[src/mdgis_pkg.sv]
// Shared types and constants for the min-degree greedy independent set block.
// Holds the item and result layouts, mode and register codes, and the
// controller/datapath command and status structs. No dependencies.
package mdgis_pkg;

    localparam int VERTEX_W = 10;
    localparam int MODE_W = 2;
    localparam int COUNT_W = 11;
    localparam int SEED_W = 64;
    localparam int CFG_IDX_W = 1;
    localparam int DRAW_W = 32;
    localparam int SHIFT_LEFT = 7;
    localparam int SHIFT_RIGHT = 9;

    localparam logic [MODE_W-1:0] MODE_CLEAR = 2'd0;
    localparam logic [MODE_W-1:0] MODE_EDGE = 2'd1;
    localparam logic [MODE_W-1:0] MODE_RUN = 2'd2;
    localparam logic [MODE_W-1:0] MODE_READ = 2'd3;

    localparam logic [CFG_IDX_W-1:0] CFG_VERTEX_COUNT = 1'd0;
    localparam logic [CFG_IDX_W-1:0] CFG_RANDOM_SEED = 1'd1;

    localparam logic [COUNT_W-1:0] VCOUNT_RESET = 11'd1024;
    localparam logic [SEED_W-1:0] SEED_RESET = 64'd88172645463325252;

    localparam logic ANS_RUN = 1'b0;
    localparam logic ANS_READ = 1'b1;

    localparam logic [1:0] KIND_DEG = 2'd0;
    localparam logic [1:0] KIND_PICK = 2'd1;
    localparam logic [1:0] KIND_RM = 2'd2;

    typedef struct packed {
        logic [MODE_W-1:0]   mode;
        logic [VERTEX_W-1:0] first_vertex;
        logic [VERTEX_W-1:0] second_vertex;
    } item_t;

    typedef struct packed {
        logic                answer_kind;
        logic [COUNT_W-1:0]  set_size;
        logic [VERTEX_W-1:0] queried_vertex;
        logic                is_selected;
    } result_t;

    typedef struct packed {
        logic accept;
        logic clr_write;
        logic edge_rd1;
        logic edge_wr1;
        logic edge_wr2;
        logic out_read;
        logic out_run;
        logic run_init;
        logic deg_start;
        logic deg_issue;
        logic mod_start;
        logic mod_step;
        logic pick_issue;
        logic take;
        logic rm_issue;
    } cmd_t;

    typedef struct packed {
        logic clr_last;
        logic edge_ok;
        logic deg_done;
        logic best_valid;
        logic mod_done;
        logic found;
        logic rm_done;
        logic out_free;
    } sts_t;

endpackage

[src/mdgis_ctrl.sv]
// Sequencing state machine for the independent set block.
// Depends on mdgis_pkg for the command and status structs and mode codes.
module mdgis_ctrl (
    input  logic                          clk,
    input  logic                          rst_n,
    input  logic                          item_valid,
    input  logic [mdgis_pkg::MODE_W-1:0]  item_mode,
    output logic                          item_ready,
    input  mdgis_pkg::sts_t               sts,
    output mdgis_pkg::cmd_t               cmd
);

    localparam logic [3:0] S_CLEAR = 4'd0;
    localparam logic [3:0] S_IDLE  = 4'd1;
    localparam logic [3:0] S_E_RD1 = 4'd2;
    localparam logic [3:0] S_E_WR1 = 4'd3;
    localparam logic [3:0] S_E_WR2 = 4'd4;
    localparam logic [3:0] S_READ  = 4'd5;
    localparam logic [3:0] S_INIT  = 4'd6;
    localparam logic [3:0] S_DEG   = 4'd7;
    localparam logic [3:0] S_CHECK = 4'd8;
    localparam logic [3:0] S_MOD   = 4'd9;
    localparam logic [3:0] S_PICK  = 4'd10;
    localparam logic [3:0] S_TAKE  = 4'd11;
    localparam logic [3:0] S_RM    = 4'd12;
    localparam logic [3:0] S_DONE  = 4'd13;

    logic [3:0] state_reg;
    logic [3:0] state_next;

    assign item_ready = (state_reg == S_IDLE);

    always_comb
    begin
        state_next = state_reg;
        cmd = '0;
        case (state_reg)
            S_CLEAR:
            begin
                cmd.clr_write = 1'b1;
                if (sts.clr_last)
                begin
                    state_next = S_IDLE;
                end
            end
            S_IDLE:
            begin
                if (item_valid)
                begin
                    cmd.accept = 1'b1;
                    case (item_mode)
                        mdgis_pkg::MODE_CLEAR: state_next = S_CLEAR;
                        mdgis_pkg::MODE_EDGE:  state_next = S_E_RD1;
                        mdgis_pkg::MODE_RUN:   state_next = S_INIT;
                        mdgis_pkg::MODE_READ:  state_next = S_READ;
                        default:               state_next = S_IDLE;
                    endcase
                end
            end
            S_E_RD1:
            begin
                // Self loops and out-of-range endpoints leave the matrix alone.
                if (sts.edge_ok)
                begin
                    cmd.edge_rd1 = 1'b1;
                    state_next = S_E_WR1;
                end
                else
                begin
                    state_next = S_IDLE;
                end
            end
            S_E_WR1:
            begin
                cmd.edge_wr1 = 1'b1;
                state_next = S_E_WR2;
            end
            S_E_WR2:
            begin
                cmd.edge_wr2 = 1'b1;
                state_next = S_IDLE;
            end
            S_READ:
            begin
                if (sts.out_free)
                begin
                    cmd.out_read = 1'b1;
                    state_next = S_IDLE;
                end
            end
            S_INIT:
            begin
                cmd.run_init = 1'b1;
                cmd.deg_start = 1'b1;
                state_next = S_DEG;
            end
            S_DEG:
            begin
                cmd.deg_issue = 1'b1;
                if (sts.deg_done)
                begin
                    state_next = S_CHECK;
                end
            end
            S_CHECK:
            begin
                if (sts.best_valid)
                begin
                    cmd.mod_start = 1'b1;
                    state_next = S_MOD;
                end
                else
                begin
                    state_next = S_DONE;
                end
            end
            S_MOD:
            begin
                cmd.mod_step = 1'b1;
                if (sts.mod_done)
                begin
                    state_next = S_PICK;
                end
            end
            S_PICK:
            begin
                cmd.pick_issue = 1'b1;
                if (sts.found)
                begin
                    state_next = S_TAKE;
                end
            end
            S_TAKE:
            begin
                cmd.take = 1'b1;
                state_next = S_RM;
            end
            S_RM:
            begin
                cmd.rm_issue = 1'b1;
                if (sts.rm_done)
                begin
                    cmd.deg_start = 1'b1;
                    state_next = S_DEG;
                end
            end
            S_DONE:
            begin
                if (sts.out_free)
                begin
                    cmd.out_run = 1'b1;
                    state_next = S_IDLE;
                end
            end
            default:
            begin
                state_next = S_IDLE;
            end
        endcase
    end

    always_ff @(posedge clk or negedge rst_n)
    begin
        if (!rst_n)
        begin
            state_reg <= S_CLEAR;
        end
        else
        begin
            state_reg <= state_next;
        end
    end

endmodule

[config.mk]
export PLATFORM = sky130hd
export DESIGN_NAME = mdgis_ctrl
export DESIGN_NICKNAME = d
export VERILOG_FILES = /design/src/mdgis_pkg.sv /design/src/mdgis_ctrl.sv
export SDC_FILE = /design/constraint.sdc
export NUM_CORES = 1
export LEC_CHECK = 0
export BUFFER_PORTS_ARGS = -buffer_cell sky130_fd_sc_hd__buf_4
export CORE_AREA = 5 5 42 44
export DETAILED_ROUTE_END_ITERATION = 16
export DIE_AREA = 0 0 47 49
export GPL_ROUTABILITY_DRIVEN = 1
export PLACE_DENSITY = 0.75
export SYNTH_ARGS = -nofsm -noshare
export SYNTH_HDL_FRONTEND = slang
export SYNTH_SLANG_ARGS = --single-unit
[constraint.sdc]
create_clock -name clk -period 1.6 [get_ports clk]
set_input_delay 0.24 -clock clk [delete_from_list [all_inputs] [get_ports clk]]
set_output_delay 0.24 -clock clk [all_outputs]
set_load 0.005 [all_outputs]
; ---- After elaboration in Yosys (flattened, before gate mapping)
; Index checks and enable logic that the tools add are counted.
[totals]
n_memories = 0
inputBits = 13
elab_cells = 59
latchBits = 0
regBits = 4
romBits = 0
ramBits = 0
[op_classes]
magnitude_cmp = 0
addsub = 0
div = 0
n_reduce_logical = 4
multipliers = 0
n_mux = 31
n_eq_ne = 23
shift = 0
n_bitwise = 0
[op_table]
columns = op, n
row1 = 4-bit one-hot mux with 12 select lines, 1
row2 = 4-bit two-way mux, 7
row3 = "4-bit == test, second input constant", 6
row4 = 1-bit two-way mux, 19
row5 = "4-bit by 3-bit == test with 1-bit output, second input constant", 4
row6 = 4-bit one-hot mux with 4 select lines, 1
row7 = "2-bit inequality test, second input constant", 6
row8 = "4-bit by 2-bit == test with 1-bit output, second input constant", 2
row9 = 7-bit AND reduction, 1
row10 = "2-bit == test, second input constant", 2
row11 = "4-bit by 1-bit == test with 1-bit output, second input constant", 1
row12 = 4-bit logical NOT, 1
row13 = 3-bit two-way mux, 1
row14 = "2-bit by 1-bit == test with 1-bit output, second input constant", 1
row15 = 2-bit logical NOT, 1
row16 = 2-bit two-way mux, 1
row17 = "2-bit by 1-bit inequality test with 1-bit output, second input constant", 1
row18 = 1-bit one-hot mux with 2 select lines, 1
row19 = 2-bit OR reduction, 1

; ---- Logic depth before layout (Yosys ltp)
; Gate-level depths: netlist of the first run.
[logic_depth]
ltp_word = 4
ltp_mapped = 5
mapped_depth_nobuf = 5

; ---- Worst setup path before layout of the first run
; OpenSTA, ideal clock, no wires.
[synth_timing]
path_kind = flip-flop to flip-flop
start = reg state_reg[1]
end = reg state_reg[2]
arrival_ns = 1.268
setup_ns = 0.124
setup_slack_ns = 0.208
synth_period_minus_slack_ns = 1.392
path_stages_with_launch = 6
path_cell_list = dfrtp_1 -> buf_6 -> or3_1 -> o32ai_2 -> a211oi_1 -> a211o_1
[synth_via]
elab_chain_cells = 4
[synth_rtl]
columns = item, line
row1 = from (decl), mdgis_ctrl.sv:28  ; logic [3:0] state_reg;
row2 = from (signal assigned), mdgis_ctrl.sv:170  ; state_reg <= state_next;
row3 = 4-bit == test or 4-bit by 3-bit == test with 1-bit output (tied branches), mdgis_ctrl.sv:37  ; case (state_reg)
row4 = 2-bit OR reduction (no line), --
row5 = 2-bit by 1-bit inequality test with 1-bit output (no line), --
row6 = 7-bit AND reduction (no line), --
; Parallel ways exist; a longest one is shown, timed or not.
; A chain may end at the register's enable or synchronous reset.

==> results of run 1 <==
-- cell type report --
cell class | instances | area [um2] | area share (%)
flip-flops and latches | 4 | 101 | 11.9
clock buffers | 3 | 22.5 | 2.65
inverters | 3 | 16.3 | 1.92
multi-input cells | 60 | 423 | 49.9
well taps | 16 | 20.0 | 2.36
repair buffers | 34 | 265 | 31.3
-- layout by cell type, fill, tap and decap left out, types with 3 or more instances in the layout --
cell      synthesis  final
buf_4             2     31
nand2_1           8      8
clkbuf_4          0      3
o211ai_1          3      3
nor2_1           12     11
dfrtp_1           4      3
-- stage by stage --
stage | area (um2) | total power (W) | hold slack [ns]
2_1_floorplan | 541 | 0.000798 | -0.0556
3_3_place_gp | 766 | 0.00107 | 0.0352
3_5_place_dp | 766 | 0.00108 | 0.0351
4_1_cts | 820 | 0.00124 | 0.332
5_1_grt | 848 | 0.00144 | 0.370
6_report | 848 | 0.00133 | 0.366
-- power groups by stage --
stage / combinational [W] / clock, W / sequential (W)
4_1_cts: 0.000914 / 0.000126 / 0.000197
6_report: 0.000998 / 0.000123 / 0.000207
3_5_place_dp: 0.000876 / 0 / 0.000200
5_1_grt: 0.00109 / 0.000135 / 0.000212
3_3_place_gp: 0.000871 / 0 / 0.000198
2_1_floorplan: 0.000618 / 0 / 0.000180
-- worst max-delay path by stage --
stage	cells after the start	slack, ns	start	to
final	3	0.02	state_reg[2]	cmd[4]
after global routing	3	-0.04	state_reg[2]	cmd[4]
after CTS	4	0.01	state_reg[3]	cmd[10]
after detailed placement	4	0.12	state_reg[3]	state_reg[2]
after global placement	4	0.14	state_reg[3]	state_reg[2]
after floorplan	5	0.21	state_reg[1]	state_reg[2]
-- worst reg2reg max path: cells and delay by family, from the launching register on --
kind	cells	cell delay, ns
AOI/OAI and AO/OA	3	0.46
buffers and inverters	1	0.16
DFF	1	0.42
and+or+nand+nor	1	0.36
-- repair_timing --
item                       4_1_cts  5_1_grt
pin swaps                        0        0
hold buffers                     1        0
hold endpoints to repair         4        0
buffers inserted                 1        0
resized for setup                3       10
setup endpoints to repair        3       12
-- layer usage --
layer	GRT usage, %	share of wire, %	vias to the layer above
li1	-	-	327
met2	24.2	50	33
met5	0	0	-
met1	20.8	41	321
met4	6.45	1.4	0
met3	4.06	7.9	4
-- cell families after synthesis --
| logic type | after synthesis | synth area share [%] |
|---|---|---|
| AOI/OAI and AO/OA | 19 | 26.9 |
| buffers and inverters | 8 | 8.56 |
| DFF | 4 | 18.5 |
| adders and majority gates | 2 | 4.63 |
| and+or+nand+nor | 35 | 33.6 |
| muxes | 4 | 7.87 |
==> flow_summary.ini, run 1 <==
[routing]
dr.pass1.iters = 5
route.detailed.drc = 0
routed_via_density = 5.71
wirelength_mm = 1.76
post_drt_wl_per_cell_um = 14.6
antenna_left = 0
vias = 685
drtIter0Drc = 11

[floorplan]
io_pins = 29
fp-row-count = 14
start_util_pct = 38.6
die_w_um = 47
core_area_um2 = 1400
dieArea_um2 = 2300
dieHeight_um = 49

[worst_setup_path]
worstSetupPathType = register to output pin
reg2reg_from = state_reg[3]
regToRegEndpoint = state_reg[2]
cp_top_family = simple AND/OR/NAND/NOR gates
crit_fanout = 7
path_buf_inv = 1
r2r_slack_ns = 0.08
cp.required_ns = 1.36
end_kind = output pin
startpoint_type = register
slowest_delay_ns = 0.43
arrival_ns = 1.34
crit_path_cell_trace = nand2b_2 > nor4b_2 > buf_4
slowest_stage = dfrtp_2
reg2reg_depth = 5

[synth]
synth-async-reset-ratio_pct = 100
synth_fp_nets = 87
syn-cell-area_um2 = 541
synthTopCellsByArea = dfrtp_1 19%, nor2_1 8.3%, nand2_1 5.6%
ys.flop_type = dfrtp_1
yosys.area.top_type_share_pct = 18.5
ys_seq_elements = 4
synth_edf_count = 0
synthesis.instances = 72
yosysSeqAreaShare_pct = 18.5
yosysTopAreaCell = dfrtp_1
syn_avg_cell_area_um2 = 7.51
ys.warnings.count = 0
yosysUniqueCellTypes = 35
synth.most_common_cell = nor2_1
synthTopCellsByCount = 12 x nor2_1, 8 x nand2_1, 4 x dfrtp_1

[global_routing]
grt_use_total_pct = 16.0
grt_antenna_before_repair = 0
overflow = 0
grt_start_max_net_pins = 17
grt_pass1_wl_mm = 2.79
grt_pass1_vias = 660

[timing]
worstMarginPinSlew_ns = 0.238
hold_viol_final = 0
rsz0062_at_grt = true
fin_ws_ns = 0.0206
period_share_pct = 98.7
slew_viol_final = 0
final.setup.tns_ns = 0
fmax_mhz = 633
worst_clock_skew_ns = 0.00333
min_period_ns = 1.58
maxSlewHeadroom_pct = 83.9
setup_viol = 0

[run_status]
status = completed

[final_layout]
utilization_pct = 60.5
largest_reg_flops = 4
nFillCells = 139
nets = 121
instances_no_fill = 120
antennaDiodeCount = 0
syn_to_final_growth_pct = 56.9
drive_gt1_share_pct = 48.1

[clock_network]
clock_latency_ns = 0.23
cts_sinks = 4
ctsRootBufferMaster = clkbuf_4
cts_tree = yes
numCtsBuffers = 3
clk_path_buf_depth = 2
htreeDepth = 1
clk_pin_slew_ns = 0.04

[pwr]
combPwrFrac_pct = 75.1
seq_power_share_pct = 15.6
p_per_area_nw_per_um2 = 1570
intPower_w = 0.000713
p_sw_share_pct = 46.3
p_sw_w = 0.000615
clkPwrFrac_pct = 9.3
ir_drop_uv = 641
p_leak_nw = 0.400

[placement]
place_hpwl_mm = 1.31
dp_worst_setup_slack_ns = 0.120
gp_congestion = 0.849
numPortBuffers = 28
place_inst = 115

[flow_run]
maxCapViolations = 0

[hold_path]
hold_class = input port to asynchronous set/reset pin
Note: power is estimated with default switching activity, not from simulation.
==> run 2, diff against run 1 <==
Settings changed: CELL_PAD_IN_SITES_DETAIL_PLACEMENT set to 0, CELL_PAD_IN_SITES_GLOBAL_PLACEMENT set to 1, CORE_AREA 5 5 42 44 to not set, CORE_MARGIN set to 5, CORE_UTILIZATION set to 29, DIE_AREA 0 0 47 49 to not set, PLACE_DENSITY 0.75 to 0.78.
==> run 2 against run 1 <==
  * Routed wire length increased by 2.8%
  * Sequential power up 14%
  * Register-to-register slack about the same
  * Clock power fell by 7%
  * Combinational power up 4%
  * Critical path depth up 1
  * Core utilization down 9.6 points
  * Sequential cell count stayed put
  * Die area grew 23%
  * Count of clock-buffer cells in the layout unchanged
  * Critical path type unchanged
  * Largest cell class unchanged
  * Highest routed layer is now met3
==> flow_summary.ini, run 2 (synthesis results as in run 1) <==
[worst_setup_path]
regToRegEndpoint = state_reg[2]
crit_fanout = 7
r2r_slack_ns = 0.08
slowest_delay_ns = 0.46
crit_path_cell_trace = or2_4 > nor2_2 > and2_1 > buf_4
startpoint_type = register
arrival_ns = 1.34
cp.required_ns = 1.36
slowest_stage = dfrtp_2
worstSetupPathType = register to output pin
reg2reg_from = state_reg[3]
end_kind = output pin
reg2reg_depth = 4

[pwr]
intPower_w = 0.000763
ir_drop_uv = 581
combPwrFrac_pct = 74.7
p_sw_w = 0.000623
p_per_area_nw_per_um2 = 1560
seq_power_share_pct = 17.1
p_sw_share_pct = 45.0
p_leak_nw = 0.414
clkPwrFrac_pct = 8.2

[placement]
dpl_cell_area_um2 = 777
numPortBuffers = 28
dp_worst_setup_slack_ns = 0.104
gp_congestion = 0.786
place_hpwl_mm = 1.33

[floorplan]
core_area_um2 = 1750
dieArea_um2 = 2830
start_util_pct = 31.0
dieHeight_um = 53.2
fp-row-count = 15
die_w_um = 53.2
io_pins = 29

[final_layout]
nets = 124
utilization_pct = 51.0
syn_to_final_growth_pct = 64.6
antennaDiodeCount = 0
nFillCells = 195
layout.cells.most_common = buf_4
final_cell_mix = 31 x buf_4, 11 x nor2_1, 7 x nand2_1
design_area_um2 = 890
drive_gt1_share_pct = 52.3
largest_reg_flops = 4

[clock_network]
htreeDepth = 1
numCtsBuffers = 3
ctsRootBufferMaster = clkbuf_4
clk_path_buf_depth = 2
cts_tree = yes
clock_latency_ns = 0.22
clk_pin_slew_ns = 0.03
cts_sinks = 4

[timing]
final.setup.tns_ns = 0
worst_clock_skew_ns = 0.00298
fin_ws_ns = 0.0203
maxSlewHeadroom_pct = 77.3
min_period_ns = 1.58
rsz0062_at_grt = true
setup_viol = 0
slew_viol_final = 0
worstMarginPinSlew_ns = 0.337
fmax_mhz = 633
period_share_pct = 98.7
hold_viol_final = 0

[routing]
antenna_left = 0
wirelength_mm = 1.81
route.detailed.drc = 0
vias = 696
post_drt_wl_per_cell_um = 13.7
drtIter0Drc = 16
routed_via_density = 5.27
dr.pass1.iters = 4

[global_routing]
grt_pass1_wl_mm = 2.62
overflow = 0
grt_antenna_before_repair = 0
grt_pass1_vias = 566
grt_start_max_net_pins = 16
grt_use_total_pct = 12.2

[run_status]
status = completed

[flow_run]
maxCapViolations = 0

[hold_path]
hold_class = input port to asynchronous set/reset pin
==> run 2: changes by cell type in the layout (fill, tap and decap cells not counted), sizes merged <==
cell and delta:
buf +3
==> run 2: critical path: cells and delay by family, from the launching register on <==
family / cells / cell delay (ns)
buffers and inverters: 1 / 0.11
DFF: 1 / 0.46
and+or+nand+nor: 3 / 0.54
==> run 2: cell type report <==
cell class                 count  area, um2  share of cell area (%)
multi-input combinational     60        425                    47.8
timing repair buffer          37        293                    32.9
sequential                     4        104                    11.7
tap                           25       31.3                    3.52
clock buffer                   3       22.5                    2.53
inverter                       3       13.8                    1.55
==> run 2: routing by layer <==
metal,GRT usage [%],vias up,part of all wire (%)
li1,-,337,-
met1,15.7,335,41
met4,1.28,0,0
met5,0,-,0
met3,1.41,0,7.2
met2,22.1,24,52
==> run 2: what timing repair did <==
item,4_1_cts,5_1_grt
resized for setup,3,13
buffers inserted,0,3
hold endpoints to repair,4,0
setup endpoints to repair,3,11
pin swaps,0,1
cloned,0,1
hold buffers,1,0
==> run 2: worst max path at each step <==
stage / startpoint / cells past startpoint / to / slack (ns)
2_1_floorplan: state_reg[1] / 5 / state_reg[2] / 0.21
3_3_place_gp: state_reg[0] / 4 / state_reg[2] / 0.15
3_5_place_dp: state_reg[0] / 4 / state_reg[2] / 0.10
4_1_cts: state_reg[0] / 6 / cmd[9] / 0.01
5_1_grt: state_reg[3] / 4 / cmd[14] / -0.04
6_report: state_reg[3] / 4 / cmd[14] / 0.02
==> run 2: per-stage QoR <==
step                      total power [W]  hold WS [ns]  cells
after detailed placement          0.00108        0.0355    124
final                             0.00139         0.372    132
after global routing              0.00150         0.375    132
after floorplan                  0.000798       -0.0556     72
after CTS                         0.00123         0.342    128
after global placement            0.00108        0.0349    124
==> run 2: power by group through the flow <==
stage	clock network [W]	registers, W	logic (W)
global placement	0	0.000205	0.000878
detailed placement	0	0.000206	0.000878
finish	0.000114	0.000236	0.00104
CTS	0.000119	0.000207	0.000906
global route	0.000131	0.000244	0.00112
floorplan	0	0.000180	0.000618
